<file path="config.mk">
export PLATFORM = sky130hd
export DESIGN_NAME = rc_pwm_command_decoder_top
export DESIGN_NICKNAME = d
export VERILOG_FILES = /design/src/sv/rcpwm_pkg.sv /design/src/sv/rcpwm_cfg.sv /design/src/sv/rcpwm_decode.sv /design/src/sv/rc_pwm_command_decoder_top.sv
export SDC_FILE = /design/constraint.sdc
export NUM_CORES = 1
export LEC_CHECK = 0
export BUFFER_PORTS_ARGS = -buffer_cell sky130_fd_sc_hd__buf_2
export CORE_UTILIZATION = 50
export CTS_BUF_LIST = sky130_fd_sc_hd__clkbuf_2
export DETAILED_ROUTE_END_ITERATION = 8
export HOLD_SLACK_MARGIN = 0.06
export PLACE_DENSITY = 0.67
export SLEW_MARGIN = 20
export SYNTH_ARGS = -nofsm -noshare
export SYNTH_HDL_FRONTEND = slang
export SYNTH_SLANG_ARGS = --single-unit
</file>
<file path="constraint.sdc">
create_clock -name clk -period 4.93 [get_ports clk]
set_input_delay 0.493 -clock clk [delete_from_list [all_inputs] [get_ports clk]]
set_output_delay 0.493 -clock clk [all_outputs]
set_load 0.1 [all_outputs]
</file>
<file path="src/sv/rcpwm_pkg.sv">
package rcpwm_pkg;

    // Field widths
    localparam int PULSE_W = 16;
    localparam int DETECT_W = 4;
    localparam int STABLE_W = 3;
    localparam int CFG_INDEX_W = 3;

    // Acquisition and stability thresholds
    localparam logic [PULSE_W-1:0] VALID_LOW = 16'd798;
    localparam logic [PULSE_W-1:0] VALID_HIGH = 16'd2202;
    localparam logic [DETECT_W-1:0] DETECT_COUNT = 4'd10;
    localparam logic [STABLE_W-1:0] STABLE_COUNT = 3'd5;
    localparam logic [PULSE_W-1:0] STABLE_WINDOW = 16'd10;
    localparam logic [DETECT_W-1:0] DETECT_MAX = 4'd15;
    localparam logic [STABLE_W-1:0] STABLE_MAX = 3'd7;

    // Band bound reset values
    localparam logic [PULSE_W-1:0] ARM_LOW_RST = 16'd900;
    localparam logic [PULSE_W-1:0] ARM_HIGH_RST = 16'd1100;
    localparam logic [PULSE_W-1:0] DROP_ONE_LOW_RST = 16'd1400;
    localparam logic [PULSE_W-1:0] DROP_ONE_HIGH_RST = 16'd1600;
    localparam logic [PULSE_W-1:0] DROP_ALL_LOW_RST = 16'd1900;
    localparam logic [PULSE_W-1:0] DROP_ALL_HIGH_RST = 16'd2100;

    // Command codes
    typedef enum logic [1:0] {
        CMD_NONE     = 2'd0,
        CMD_DROP_ONE = 2'd1,
        CMD_DROP_ALL = 2'd2
    } cmd_t;

    // Configuration register indexes
    typedef enum logic [CFG_INDEX_W-1:0] {
        REG_ARM_LOW       = 3'd0,
        REG_ARM_HIGH      = 3'd1,
        REG_DROP_ONE_LOW  = 3'd2,
        REG_DROP_ONE_HIGH = 3'd3,
        REG_DROP_ALL_LOW  = 3'd4,
        REG_DROP_ALL_HIGH = 3'd5
    } reg_index_t;

    // Band bounds handed from the register file to the decoder
    typedef struct packed {
        logic [PULSE_W-1:0] arm_low;
        logic [PULSE_W-1:0] arm_high;
        logic [PULSE_W-1:0] drop_one_low;
        logic [PULSE_W-1:0] drop_one_high;
        logic [PULSE_W-1:0] drop_all_low;
        logic [PULSE_W-1:0] drop_all_high;
    } band_cfg_t;

    // Strict inside test against exclusive bounds
    function automatic logic in_band(
        input logic [PULSE_W-1:0] p,
        input logic [PULSE_W-1:0] lo,
        input logic [PULSE_W-1:0] hi
    );
        return (p > lo) && (p < hi);
    endfunction

endpackage

</file>
<file path="src/sv/rcpwm_cfg.sv">
module rcpwm_cfg
    import rcpwm_pkg::*;
(
    input  logic                   clk,
    input  logic                   rst_n,
    input  logic                   cfg_valid,
    input  logic [CFG_INDEX_W-1:0] cfg_index,
    input  logic [PULSE_W-1:0]     cfg_data,
    output band_cfg_t              bands
);

    band_cfg_t bands_reg;
    band_cfg_t bands_next;

    // Decode the write index; drop writes beyond the register list
    always_comb
    begin
        bands_next = bands_reg;
        if (cfg_valid)
        begin
            case (cfg_index)
                REG_ARM_LOW:       bands_next.arm_low = cfg_data;
                REG_ARM_HIGH:      bands_next.arm_high = cfg_data;
                REG_DROP_ONE_LOW:  bands_next.drop_one_low = cfg_data;
                REG_DROP_ONE_HIGH: bands_next.drop_one_high = cfg_data;
                REG_DROP_ALL_LOW:  bands_next.drop_all_low = cfg_data;
                REG_DROP_ALL_HIGH: bands_next.drop_all_high = cfg_data;
                default:           bands_next = bands_reg;
            endcase
        end
    end

    // Hold the band bounds
    always_ff @(posedge clk or negedge rst_n)
    begin
        if (!rst_n)
        begin
            bands_reg.arm_low <= ARM_LOW_RST;
            bands_reg.arm_high <= ARM_HIGH_RST;
            bands_reg.drop_one_low <= DROP_ONE_LOW_RST;
            bands_reg.drop_one_high <= DROP_ONE_HIGH_RST;
            bands_reg.drop_all_low <= DROP_ALL_LOW_RST;
            bands_reg.drop_all_high <= DROP_ALL_HIGH_RST;
        end
        else
        begin
            bands_reg <= bands_next;
        end
    end

    assign bands = bands_reg;

endmodule

</file>
<file path="src/sv/rcpwm_decode.sv">
module rcpwm_decode
    import rcpwm_pkg::*;
(
    input  logic               clk,
    input  logic               rst_n,
    input  logic               step,
    input  logic [PULSE_W-1:0] pulse,
    input  band_cfg_t          bands,
    output cmd_t               command,
    output logic               mode_locked,
    output logic               armed_now
);

    logic                locked_reg, locked_next;
    logic [DETECT_W-1:0] detect_count_reg, detect_count_next;
    logic [PULSE_W-1:0]  reference_reg, reference_next;
    logic [STABLE_W-1:0] stable_count_reg, stable_count_next;
    logic                armed_reg, armed_next;
    cmd_t                command_reg, command_next;

    logic [DETECT_W-1:0] detect_inc;
    logic [STABLE_W-1:0] stable_inc;
    logic [PULSE_W-1:0]  delta;

    // Saturating counts and distance to the reference pulse
    always_comb
    begin
        detect_inc = (detect_count_reg == DETECT_MAX) ? detect_count_reg
                                                      : detect_count_reg + 4'd1;
        stable_inc = (stable_count_reg == STABLE_MAX) ? stable_count_reg
                                                      : stable_count_reg + 3'd1;
        delta = (pulse >= reference_reg) ? pulse - reference_reg
                                         : reference_reg - pulse;
    end

    // Acquire, track stability and decode the command bands
    always_comb
    begin
        locked_next = locked_reg;
        detect_count_next = detect_count_reg;
        reference_next = reference_reg;
        stable_count_next = stable_count_reg;
        armed_next = armed_reg;
        command_next = CMD_NONE;

        if (!locked_reg)
        begin
            if (in_band(pulse, VALID_LOW, VALID_HIGH))
            begin
                detect_count_next = detect_inc;
                if (detect_inc >= DETECT_COUNT)
                begin
                    locked_next = 1'b1;
                end
            end
            else
            begin
                detect_count_next = '0;
            end
        end
        else if (delta < STABLE_WINDOW)
        begin
            stable_count_next = stable_inc;
            if (stable_inc >= STABLE_COUNT)
            begin
                stable_count_next = '0;
                if (in_band(pulse, bands.arm_low, bands.arm_high))
                begin
                    armed_next = 1'b1;
                end
                else if (armed_reg)
                begin
                    if (in_band(pulse, bands.drop_one_low, bands.drop_one_high))
                    begin
                        armed_next = 1'b0;
                        command_next = CMD_DROP_ONE;
                    end
                    else if (in_band(pulse, bands.drop_all_low, bands.drop_all_high))
                    begin
                        armed_next = 1'b0;
                        command_next = CMD_DROP_ALL;
                    end
                end
            end
        end
        else
        begin
            reference_next = pulse;
            stable_count_next = '0;
        end
    end

    // Advance state and the result on each stepped transaction
    always_ff @(posedge clk or negedge rst_n)
    begin
        if (!rst_n)
        begin
            locked_reg <= 1'b0;
            detect_count_reg <= '0;
            reference_reg <= '0;
            stable_count_reg <= '0;
            armed_reg <= 1'b0;
            command_reg <= CMD_NONE;
        end
        else if (step)
        begin
            locked_reg <= locked_next;
            detect_count_reg <= detect_count_next;
            reference_reg <= reference_next;
            stable_count_reg <= stable_count_next;
            armed_reg <= armed_next;
            command_reg <= command_next;
        end
    end

    assign command = command_reg;
    assign mode_locked = locked_reg;
    assign armed_now = armed_reg;

endmodule

</file>
<file path="src/sv/rc_pwm_command_decoder_top.sv">
// RC servo PWM command decoder. Each input transaction carries one measured
// high-pulse width in microseconds and yields exactly one result transaction:
// the command issued (none, drop one, drop all), the lock flag and the armed
// flag after that pulse. The block first acquires a run of pulses inside the
// valid window, then decodes pulses that have been stable against a
// reference for several in a row into arm and drop commands. It takes one
// pulse per clock while in_stall is low. The pulse is held in the input
// register and then passes through the compare logic into the result
// register, which also holds the decoder state. The result register parts
// the two sides, so a new pulse is taken while a result waits, and in_stall
// rises only when both registers are full and out_stall is high.
// Band bounds are written through the cfg port (index 0..5, others ignored)
// and should be changed only while no transaction is in flight.
module rc_pwm_command_decoder_top
    import rcpwm_pkg::*;
(
    input  logic                   clk,
    input  logic                   rst_n,
    input  logic                   in_valid,
    output logic                   in_stall,
    input  logic [PULSE_W-1:0]     pulse_width,
    output logic                   out_valid,
    input  logic                   out_stall,
    output logic [1:0]             command,
    output logic                   mode_locked,
    output logic                   armed_now,
    input  logic                   cfg_valid,
    output logic                   cfg_ready,
    input  logic [CFG_INDEX_W-1:0] cfg_index,
    input  logic [PULSE_W-1:0]     cfg_data
);

    logic               in_valid_reg, in_valid_next;
    logic [PULSE_W-1:0] pulse_reg;
    logic               out_valid_reg, out_valid_next;
    logic               advance;
    logic               in_take;
    band_cfg_t          bands;
    cmd_t               command_res;

    // Move a transaction into the result register when it is free or drains
    assign advance = !out_valid_reg || !out_stall;
    assign in_take = in_valid && !in_stall;
    assign in_stall = in_valid_reg && !advance;
    assign cfg_ready = 1'b1;

    always_comb
    begin
        in_valid_next = in_valid_reg;
        out_valid_next = out_valid_reg;
        if (advance)
        begin
            out_valid_next = in_valid_reg;
            in_valid_next = 1'b0;
        end
        if (in_take)
        begin
            in_valid_next = 1'b1;
        end
    end

    // Hold handshake state
    always_ff @(posedge clk or negedge rst_n)
    begin
        if (!rst_n)
        begin
            in_valid_reg <= 1'b0;
            out_valid_reg <= 1'b0;
        end
        else
        begin
            in_valid_reg <= in_valid_next;
            out_valid_reg <= out_valid_next;
        end
    end

    // Capture the pulse width of an accepted transaction
    always_ff @(posedge clk)
    begin
        if (in_take)
        begin
            pulse_reg <= pulse_width;
        end
    end

    rcpwm_cfg u_cfg (
        .clk       (clk),
        .rst_n     (rst_n),
        .cfg_valid (cfg_valid),
        .cfg_index (cfg_index),
        .cfg_data  (cfg_data),
        .bands     (bands)
    );

    rcpwm_decode u_decode (
        .clk         (clk),
        .rst_n       (rst_n),
        .step        (advance && in_valid_reg),
        .pulse       (pulse_reg),
        .bands       (bands),
        .command     (command_res),
        .mode_locked (mode_locked),
        .armed_now   (armed_now)
    );

    assign command = command_res;
    assign out_valid = out_valid_reg;

endmodule

</file>
* After elaboration in Yosys (flattened, before gate mapping)
Index checks and enable logic that the tools add are counted.
W data, S select, Z words.
** Operators by class
- Add/sub/neg operators :: 4
- $lt $le $gt $ge :: 12
- Eq/ne operators :: 7
- Mux-type cells :: 22
- Bitwise gates (word level) :: 2
- Reduce and logical (&&, ||, !) cells :: 24
** Operator list (number)
- $gt A16 B16 Y1 :: 3
- $lt A16 B16 Y1 :: 3
- $sub A16 B16 Y16 :: 2
- $ge A16 B16 Y1 :: 1
- $gt A16 B10 Y1 const B :: 1
- $lt A16 B12 Y1 const B :: 1
- $lt A16 B4 Y1 const B :: 1
- $mux W16 :: 1
- $reduce_and A2 Y1 :: 8
- $mux W2 :: 7
- $eq A3 B3 Y1 const B :: 3
- $mux W1 :: 9
- $mux W3 :: 3
- $mux W4 :: 2
- $logic_and A1 B1 Y1 :: 7
- $eq A3 B2 Y1 const B :: 2
- $add A4 B1 Y4 const B :: 1
- $eq A4 B4 Y1 const B :: 1
- $ge A4 B4 Y1 const B :: 1
- $logic_not A1 Y1 :: 4
- $reduce_and A4 Y1 :: 1
- $add A3 B1 Y3 const B :: 1
- $eq A3 B1 Y1 const B :: 1
- $ge A3 B3 Y1 const B :: 1
- other kinds (5) :: 6
** Storage, ports and cells
- Register bits after elaboration :: 141
- Input bits :: 40
- Output and inout port bits :: 7
- Word-level logic and storage cells :: 86

* Depth between registers and ports, before layout
- Depth after elaboration :: 9
- Depth in mapped cells :: 14
- Depth with buffers taken out :: 13

* Modules after synthesis
A second synthesis with hierarchy kept.
** Second synthesis, totals
- Cell total of the unflattened synthesis :: 930
- Area total of the unflattened synthesis :: 9748.1 sq um
** Modules (own cells, without submodules)
- rcpwm_decode :: times used 1, cells an instance 696, area each 5450.2 sq um, sequential area each 675.6 sq um
- rcpwm_cfg :: times used 1, cells an instance 208, area each 3713.6 sq um, sequential area each 2437.3 sq um
- rc_pwm_command_decoder_top :: times used 1, cells an instance 26, area each 584.3 sq um, sequential area each 530.5 sq um

* Least setup slack after synthesis
OpenSTA, ideal clock, no wires.
- Path kind :: reg-to-reg
- Start point :: register pulse_reg[1]
- End point :: register u_decode.reference_reg[15]
- Library setup time :: 0.125 ns
- Arrival :: 3.301 ns
- Required time :: 4.805 ns
- Setup slack :: 1.504 ns
- Stages on the path, launching flop included :: 12
- Buffers on the path :: 0
- Period minus slack after synthesis :: 3.426 ns
- Cells stage by stage :: edfxtp_1 -> inv_1 -> fa_1 -> nand2b_1 -> a211oi_1 -> nor3_1 -> o21ai_2 -> mux2_2 -> o22ai_1 -> o221ai_2 -> o21ai_4 -> mux2_4
** On the way
- Word-level cells in the longest chain between the ends :: 5
- Elaborated cells on any way between the ends :: 7
- Those cells by class :: add/sub (2); order compare (2); mux (1); bitwise (1); reduce/logical (1)
** Ends and longest elaborated chain
- start, declared :: line rc_pwm_command_decoder_top.sv:34 : logic [PULSE_W-1:0] pulse_reg;
- start signal, assigned :: line rc_pwm_command_decoder_top.sv:82 : pulse_reg <= pulse_width;
- $sub A16 B16 Y16 (tied with other cells) :: line rcpwm_decode.sv:33 : : reference_reg - pulse;
- $mux W16 * :: line rcpwm_decode.sv:32 : delta = (pulse >= reference_reg) ? pulse - reference_reg
- $lt A16 B4 Y1 * :: line rcpwm_decode.sv:61 : else if (delta < STABLE_WINDOW)
- $not A1 Y1 (no line) *
- $reduce_and A3 Y1 (no line) *
- end signal, assigned :: line rcpwm_decode.sv:109 : reference_reg <= reference_next;
- end, declared :: line rcpwm_decode.sv:16 : logic [PULSE_W-1:0] reference_reg, reference_next;
Mark *: on every way between the ends. The rest lies on a longest branch, timed or not.
A chain may end at the register's enable or synchronous reset.

* Worst setup path in the final report
- Start point :: register pulse_reg[0]
- End point :: register u_decode.reference_reg[15]
Same word-level chain as after synthesis.

==> metrics.txt <==
initial DRC count=477; Buffers on Ports=45; CTS clock-pin slew for the worst setup and hold paths=0.25 ns; slew at the pin with the worst max-slew slack=1.05 ns; total gr overflow=0; Synth cell types=70; Num CTS Buffers=17; max FFs per register=96; Synth top area share=25.5%; DRT Wirelength=22700 um; Vias/cell=5.58; area grow syn2layout=11.5%; row cnt=50; Setup Buffers After CTS=0; initial core utilization=50.9%; asr flop ratio synth=88.7%; DIE WIDTH=140 um; Final Cell Area=0.0106 mm2; critical setup path kind=flip-flop to flip-flop; Netlist Area Pre-Place=0.00953 mm2; Area contributors post-synth=dfrtp_1 25%, ha_1 17%, dfstp_2 7.7%; Filler cells=1653; drt wl/cell=17.0 um; setup_tns=0 ns; Die Footprint=0.0196 mm2; cell count after synthesis=1003; final worst path period need=4.04 ns; register area share after synthesis=38.2%; Hold Crit Class=input pin to async pin; Syn. warnings=0; clk sink count=141; mux share of post-synthesis cell area=6.88%; #FFs+latches synth=141; Worst Skew=0.0494 ns; via count=7448; Fin. Hold Viols=0; Die Y=140 um; Post-synth EDFFs=16; CTS Buffer Depth=2; fin. max-slew vios=0; maximum VDD drop=0.000183 V; largest family of logic cells by synthesized area=compound AO/OA/AOI/OAI gates; first-pass iteration count of the detailed router=5; dpl cell area=0.0100 mm2; fmax=0.248 GHz; Final Cycle Share=81.9%; post-synthesis adder-cell area fraction=17.1%; Lkg Pwr=5.16 nW; antenna-violating nets left=0; CP Launch Type=flip-flop; Syn Area/Cell=9.50 um2; syn nets=1172; core footprint=0.0187 mm2; Max Cap Violations=0; commonest register cell after synthesis=dfrtp_1; I/O pins=47; crit path capture type=flip-flop; compound-gate portion of the synthesized area=17.1%; crit path DAT=4.63 ns; share of layout cells above drive strength 1=15.9%; Reg2Reg Depth=13; slew margin rel.=29.5%; Clk Tree Root Cell=clkbuf_2; largest area contributor in the netlist=dfrtp_1; unrepaired setup endpoints after global routing=no; pin count of the biggest net entering global routing=55; Post-Synth Simple-Gate Area=12.3%; DR DRC count=0; post-synthesis xor/xnor area fraction=1.47%; Placer Congestion=0.961; H-tree Lvls=4; vias in the first global route=7220; Clk Latency, worst-skew pair=0.72 ns; antenna violations before repair=1; Critical Path RT=5.53 ns; CTS tree=yes; GR Util All Layers=24.5%; pwr dens=287 mW/mm2; status=completed; fin nets=1256; CP Max Fanout=16; Setup Viol. Count Final=0; Post-DP HPWL=16700 um; first-pass GRT wire length=37300 um
==> cell type report <==
class / instances / area [um2] / area share [%]
clock inverters: 13 / 140 / 1.32
well taps: 234 / 293 / 2.76
inverters: 134 / 503 / 4.73
clock buffers: 19 / 95.1 / 0.895
repair buffers: 95 / 693 / 6.53
diodes: 1 / 2.50 / 0.0236
multi-input cells: 698 / 5250 / 49.4
flip-flops and latches: 141 / 3640 / 34.3
==> logic make-up (layout without fill, tap and decap cells) <==
family	Yosys count	after routing
compound gates	255	255
simple gates	237	237
buf+inv	164	261
flops	141	141
fa+ha+maj	129	129
mux	60	60
xor+xnor	16	16
other cells	1	2
==> critical path, stage by stage, from the launching register on <==
cell      delay, ns
edfxtp_1       0.46
inv_1          0.16
ha_1           0.28
fa_1           0.40
nand2b_1       0.20
a211oi_1       0.35
nor3_1         0.13
o21ai_2        0.36
mux2_2         0.39
o22ai_1        0.20
o221ai_2       0.19
o21ai_4        0.16
buf_4          0.30
mux2_4         0.33
==> power breakdown <==
part	total [mW]	switching (mW)	internal (mW)	leakage, nW
sequential	1.46	0.0791	1.39	1.59
clock	0.700	0.459	0.241	0.142
combinational	0.881	0.495	0.385	3.43
total	3.05	1.03	2.01	5.16
==> cells in the final DEF, fill, tap and decap left out, drive strengths merged, types with 8 or more instances in the layout <==
| cell | Yosys | layout |
|---|---|---|
| a31oi | 9 | 9 |
| clkbuf | 20 | 19 |
| ha | 127 | 127 |
| o21ai | 99 | 99 |
| dfrtp | 97 | 97 |
| dfstp | 28 | 28 |
| mux2i | 19 | 19 |
| nor2 | 27 | 27 |
| inv | 134 | 138 |
| nor3 | 18 | 18 |
| a21o | 33 | 33 |
| o21a | 11 | 11 |
| xnor2 | 9 | 9 |
| nand3 | 21 | 21 |
| buf | 10 | 59 |
| a21oi | 45 | 45 |
| nand2 | 94 | 94 |
| a211oi | 11 | 11 |
| dlygate4sd3 | 0 | 36 |
| o211ai | 8 | 8 |
| nand2b | 13 | 13 |
| nor2b | 8 | 8 |
| edfxtp | 16 | 16 |
| nand4 | 13 | 13 |
| mux2 | 41 | 41 |
==> through the flow <==
step           setup slack [ns]  utilization (%)  power, mW  hold slack (ns)  std cells
2_1_floorplan              1.50                -       2.08            0.197       1003
3_3_place_gp               1.01             53.6       2.32            0.414       1266
3_5_place_dp              0.926             53.6       2.34            0.418       1266
4_1_cts                   0.888             56.8       3.06            0.131       1334
5_1_grt                   0.624             56.8       3.26            0.130       1335
6_report                  0.894             56.8       3.05            0.196       1335
==> synthesized netlist by cell type, types with 19 or more instances <==
library cell	number
a21o_1	33
a21oi_1	45
clkbuf_1	20
dfrtp_1	97
dfstp_2	28
ha_1	127
inv_1	134
mux2_2	40
mux2i_1	19
nand2_1	94
nand3_1	21
nor2_1	27
o21ai_0	96
==> per-layer routing <==
metal,track usage (%),routed length (um),up-vias
met4,5.84,241,0
met1,33.2,11000,3606
met2,41.1,10800,123
met3,3.56,690,18
met5,0,0,-
li1,-,-,3701
==> path summary, 6_finish.rpt <==
| check | start | end | slack (ns) |
|---|---|---|---|
| worst max-delay path | pulse_reg[0] | u_decode.reference_reg[15] | 0.89 |
| worst min-delay path | rst_n | out_valid | 0.20 |
| worst max register to register | pulse_reg[0] | u_decode.reference_reg[15] | 0.89 |
| worst min register to register | u_cfg.bands[58] | u_cfg.bands[58] | 0.52 |
| max in group asynchronous | rst_n | u_cfg.bands[31] | 3.73 |
| min in group clk | cfg_index[1] | u_cfg.bands[17] | 0.23 |
==> timing repair <==
| item | CTS | global route |
|---|---|---|
| endpoints found under the hold margin | 113 | 0 |
| gates resized for setup | 0 | 0 |
| hold buffers | 36 | 0 |
(Power assumes the default switching activity.)
